===== config.mk =====
export PLATFORM = sky130hd
export DESIGN_NAME = vfc_dot
export DESIGN_NICKNAME = d
export VERILOG_FILES = /design/src/hdl/vfc_pkg.sv /design/src/hdl/vfc_dot.sv
export SDC_FILE = /design/constraint.sdc
export NUM_CORES = 2
export LEC_CHECK = 0
export BUFFER_PORTS_ARGS = -buffer_cell sky130_fd_sc_hd__buf_2
export CORE_MARGIN = 2
export CORE_UTILIZATION = 45
export CTS_CLUSTER_SIZE = 25
export DETAILED_ROUTE_END_ITERATION = 16
export PLACE_DENSITY_LB_ADDON = 0.2
export SYNTH_ARGS = -nofsm -noshare
export SYNTH_HDL_FRONTEND = slang
export SYNTH_SLANG_ARGS = --single-unit

===== constraint.sdc =====
create_clock -name clk_i -period 8.15 [get_ports clk_i]
set_input_delay 0.815 -clock clk_i [delete_from_list [all_inputs] [get_ports clk_i]]
set_output_delay 0.815 -clock clk_i [all_outputs]
set_load 0.05 [all_outputs]

===== src/hdl/vfc_pkg.sv =====
// Shared types and constants for the six-plane frustum cull test.
package vfc_pkg;

  localparam int PLANE_COUNT_DEF = 6;
  localparam int COORD_WIDTH_DEF = 24;
  localparam int NORMAL_WIDTH    = 16;
  localparam int NORMAL_FRAC     = 14;
  localparam int INDEX_WIDTH     = 3;
  localparam int ACTION_WIDTH    = 3;

  typedef enum logic [ACTION_WIDTH-1:0] {
    ACT_LOAD   = 3'd0,
    ACT_POINT  = 3'd1,
    ACT_SPHERE = 3'd2,
    ACT_BOX    = 3'd3,
    ACT_CUBE   = 3'd4
  } action_e;

  typedef enum logic [1:0] {
    ST_IDLE,
    ST_RUN,
    ST_DRAIN,
    ST_FINISH
  } state_e;

  typedef struct packed {
    logic shift;
    logic load;
  } cell_ctrl_t;

  typedef struct packed {
    logic busy;
    logic hit_valid;
    logic behind;
  } dot_stat_t;

endpackage


===== src/hdl/vfc_dot.sv =====
// Three-stage signed plane distance unit: vertex pick, products, sum and sign.
module vfc_dot
  import vfc_pkg::*;
#(
  parameter int COORD_WIDTH = COORD_WIDTH_DEF
) (
  input  logic                           clk_i,
  input  logic                           rst_ni,
  input  logic                           issue_i,
  input  action_e                        mode_i,
  input  logic signed [COORD_WIDTH-1:0]  pos_x_i,
  input  logic signed [COORD_WIDTH-1:0]  pos_y_i,
  input  logic signed [COORD_WIDTH-1:0]  pos_z_i,
  input  logic [COORD_WIDTH-2:0]         ext_x_i,
  input  logic [COORD_WIDTH-2:0]         ext_y_i,
  input  logic [COORD_WIDTH-2:0]         ext_z_i,
  input  logic signed [NORMAL_WIDTH-1:0] a_i,
  input  logic signed [NORMAL_WIDTH-1:0] b_i,
  input  logic signed [NORMAL_WIDTH-1:0] c_i,
  input  logic signed [COORD_WIDTH-1:0]  d_i,
  output dot_stat_t                      stat_o
);

  localparam int VW = COORD_WIDTH + 1;
  localparam int PW = VW + NORMAL_WIDTH;
  localparam int SW = PW + 2;

  logic                           box;
  logic signed [VW-1:0]           px_e, py_e, pz_e;
  logic signed [VW-1:0]           ex_e, ey_e, ez_e;
  logic signed [VW-1:0]           vx_d, vy_d, vz_d, od_d;
  logic signed [VW-1:0]           vx_q, vy_q, vz_q, od_q;
  logic signed [NORMAL_WIDTH-1:0] a_q, b_q, c_q;
  logic                           v_valid_q;

  logic signed [PW-1:0]           pa_d, pb_d, pc_d;
  logic signed [PW-1:0]           pa_q, pb_q, pc_q;
  logic signed [VW-1:0]           om_q;
  logic                           m_valid_q;
  logic signed [SW-1:0]           sum;

  assign box  = (mode_i == ACT_BOX) || (mode_i == ACT_CUBE);
  assign px_e = VW'(pos_x_i);
  assign py_e = VW'(pos_y_i);
  assign pz_e = VW'(pos_z_i);
  assign ex_e = {2'b00, ext_x_i};
  assign ey_e = {2'b00, ext_y_i};
  assign ez_e = {2'b00, ext_z_i};

  // Pick the positive vertex from the normal signs for boxes and cubes.
  always_comb begin
    vx_d = px_e;
    vy_d = py_e;
    vz_d = pz_e;
    if (box) begin
      vx_d = a_i[NORMAL_WIDTH-1] ? px_e - ex_e : px_e + ex_e;
      vy_d = b_i[NORMAL_WIDTH-1] ? py_e - ey_e : py_e + ey_e;
      vz_d = c_i[NORMAL_WIDTH-1] ? pz_e - ez_e : pz_e + ez_e;
    end
    // Fold the sphere radius into the offset.
    od_d = VW'(d_i) + ((mode_i == ACT_SPHERE) ? ex_e : VW'(0));
  end

  assign pa_d = PW'(a_q) * PW'(vx_q);
  assign pb_d = PW'(b_q) * PW'(vy_q);
  assign pc_d = PW'(c_q) * PW'(vz_q);

  assign sum = SW'(pa_q) + SW'(pb_q) + SW'(pc_q) + (SW'(om_q) <<< NORMAL_FRAC);

  always_ff @(posedge clk_i or negedge rst_ni) begin
    if (!rst_ni) begin
      v_valid_q <= 1'b0;
      m_valid_q <= 1'b0;
    end else begin
      v_valid_q <= issue_i;
      m_valid_q <= v_valid_q;
    end
  end

  always_ff @(posedge clk_i) begin
    vx_q <= vx_d;
    vy_q <= vy_d;
    vz_q <= vz_d;
    od_q <= od_d;
    a_q  <= a_i;
    b_q  <= b_i;
    c_q  <= c_i;
    pa_q <= pa_d;
    pb_q <= pb_d;
    pc_q <= pc_d;
    om_q <= od_q;
  end

  assign stat_o.busy      = v_valid_q || m_valid_q;
  assign stat_o.hit_valid = m_valid_q;
  assign stat_o.behind    = sum[SW-1];

endmodule


==> out/qor.yml <==
worst_setup_path:
  cpPeakStageDelay_ns: 1.13
  reg2reg_depth: 23
  cp.required_ns: 8.68
  worstSetupPathType: "reg2reg"
  cp_max_fo: 25
  cp.arrival_ns: 7.98
  end_kind: "flop"
  cp-start-kind: "flop"
  cp_common_cell: "fa_1"
  crit_chain: "nand2_1, fa_1, inv_1, fa_1, inv_1, fa_1, inv_1, fa_1, fa_1, inv_1, fa_1, inv_1, ha_1, a211oi_1, nor2_1, o41a_1, a311o_1, a31oi_1, o211ai_1, nand3_2, a211oi_1, o31ai_1, xnor2_1"
  slowest_stage: "dfxtp_1"
synthesis:
  synth_area_mm2: 0.0579
  netlist_instances: 6359
  synth_top_area_share_pct: 42.8
  synth_top_cell_by_area: "fa_1"
  syn_avg_cell_area_um2: 9.10
  ys_async_sr_fraction_pct: 0.671
  yosysSeqAreaShare_pct: 10.3
  synthFlopType: "dfxtp_1"
  synth-seq-cells: 298
  syn-num-nets: 8264
  yosysUniqueCellTypes: 85
  synth_edf_count: 0
  ys_top_cells_by_area: "fa_1, dfxtp_1, ha_1, inv_1, and2_1"
  yosysWarnings: 0
timing:
  slew_viol_final: 0
  fmax_ghz: 0.134
  finalSetupViolCount: 0
  clock_skew_ns: 0.0241
  tns_ns: 0
  finalHoldViolations: 0
  period_needed_ns: 7.46
  max_slew_margin_pct: 14.2
  finalCritPeriodShare_pct: 91.5
  rsz0062_at_grt: "no"
  worst_pin_slew_ns: 1.29
floorplan:
  start_util_pct: 45.4
  fp.dieW_um: 363
  coreArea_mm2: 0.128
  ioPinCount: 222
  die_area_mm2: 0.131
  fp.dieH_um: 363
  row_count: 131
detailed_routing:
  route.detailed.drc: 0
  drtAntennaViolNets: 0
  drt_pass1_iterations: 5
  drt_iter0_markers: 2280
  routed_wl_um: 155000
  wire_per_inst_um: 19.0
  routed_via_density: 5.15
  vias: 42100
placed_design:
  gp_congestion: 0.880
  portBuffers: 221
  post-dp-hpwl_um: 129000
clock_tree:
  cts_resized: 0
  clock-sinks: 298
  cts_tree: "built"
  ctsHoldBuffers: 1
  cts_made_buffers: 38
  clk_pin_slew_ns: 0.07
  cts-htree-levels: 2
  postCtsSetupBuffers: 0
  clockRootBuffer: "clkbuf_16"
  clkLatencyLatePin_ns: 0.61
  cts_buffer_depth: 3
global_route:
  grt_pass1_wl_um: 253000
  antenna_found_initial: 13
  grt_max_degree: 48
  grt_pass1_vias: 45900
  grt-ovfl-total: 0
  track_usage_pct: 24.7
layout:
  syn2layout_area_growth_pct: 7.25
  drive_gt1_share_pct: 5.88
  num-nets-final: 8379
min_path:
  min_path_cells: 1
  hold_path.class: "in2reg"
run_status:
  outcome: "complete, no violations"
run:
  max-cap-violations: 0
flip-flops by register name, indices dropped and copies added (netlist names), 25 cells and up:
register	flops
pa_q	41
vx_q	25
vz_q	25
om_q	25
vy_q	25
od_q	25
pb_q	41
pc_q	41
synth_stat cells (all sizes together), types with 61 or more instances:
master	n
xnor2	202
o21ai	124
nor2	241
fa	1236
dfxtp	296
a21o	104
ha	450
nand2	799
xor2	61
and2	515
inv	1399
a21oi	207
clkbuf	206
kinds of logic after synthesis:
family / after synthesis / synth area share [%]
AO/OA/AOI/OAI: 636 / 7.08
multiplexers: 8 / 0.143
adder cells (fa/ha/maj): 1686 / 52.5
buffers and inverters: 1614 / 10.5
flip-flops: 298 / 10.3
XOR/XNOR: 263 / 3.98
AND/OR/NAND/NOR: 1854 / 15.5
final cells by class:
cell class / instances / area [um2]
multi-input cells: 4447 / 45800
repair buffers: 290 / 1630
well taps: 1662 / 2080
diodes: 4 / 10.0
inverters: 1399 / 5250
fillers: 12200 / 65500
flip-flops and latches: 298 / 5980
clock inverters: 22 / 275
clock buffers: 45 / 997
path summary, 6_finish.rpt:
kind / from / end / slack, ns
min in group asynchronous: rst_ni / v_valid_q$_DFF_PN0_ / 0.51
min reg2reg: od_q[10]$_DFF_P_ / om_q[10]$_DFF_P_ / 0.32
max in group asynchronous: rst_ni / m_valid_q$_DFF_PN0_ / 7.55
max reg2reg: a_q[1]$_DFF_P_ / pa_q[40]$_DFF_P_ / 0.69
min: a_i[4] / a_q[4]$_DFF_P_ / 0.29
max: a_q[1]$_DFF_P_ / pa_q[40]$_DFF_P_ / 0.69
critical path, delay by kind of cell, from the launching register on:
family	cells	cell delay [ns]
compound gates	7	2.07
fa+ha+maj	7	3.25
simple gates	3	0.47
buf+inv	5	0.26
flops	1	1.13
xor+xnor	1	0.18
cells in the final DEF (no fill, tap or decap), types with 29 or more instances in the layout:
cell / instances
xnor2_1: 202
o21ai_0: 121
a21oi_1: 203
clkbuf_16: 38
nand2b_1: 47
nor3_1: 58
buf_4: 68
a31oi_1: 29
buf_2: 221
inv_1: 1399
xor2_1: 61
and2_1: 514
ha_1: 450
fa_1: 1236
a21o_1: 103
nand2_1: 799
nor2_1: 241
dfxtp_1: 296
nand3_1: 43
nor2b_1: 30
metal layers:
layer / up-vias / track usage, % / share of wire (%)
met5: - / 0 / 0.039
li1: 19300 / - / -
met1: 21400 / 33.6 / 44
met2: 1114 / 41.3 / 48
met4: 10 / 6.88 / 2.9
met3: 209 / 3.23 / 5.5
per-stage QoR:
stage	std cells	util, %	area (um2)	setup WS, ns	hold slack, ns
5_1_grt	8163	48.7	62000	0.211	0.268
4_1_cts	8163	48.7	62000	0.783	0.242
6_report	8167	48.7	62100	0.693	0.293
3_3_place_gp	8095	47.6	60800	0.936	0.310
3_5_place_dp	8095	47.6	60800	0.826	0.314
2_1_floorplan	6359	-	57900	1.81	0.310
Power is not shown: default switching activity piles up to over one toggle a cycle in this logic, so the estimate is an artifact.
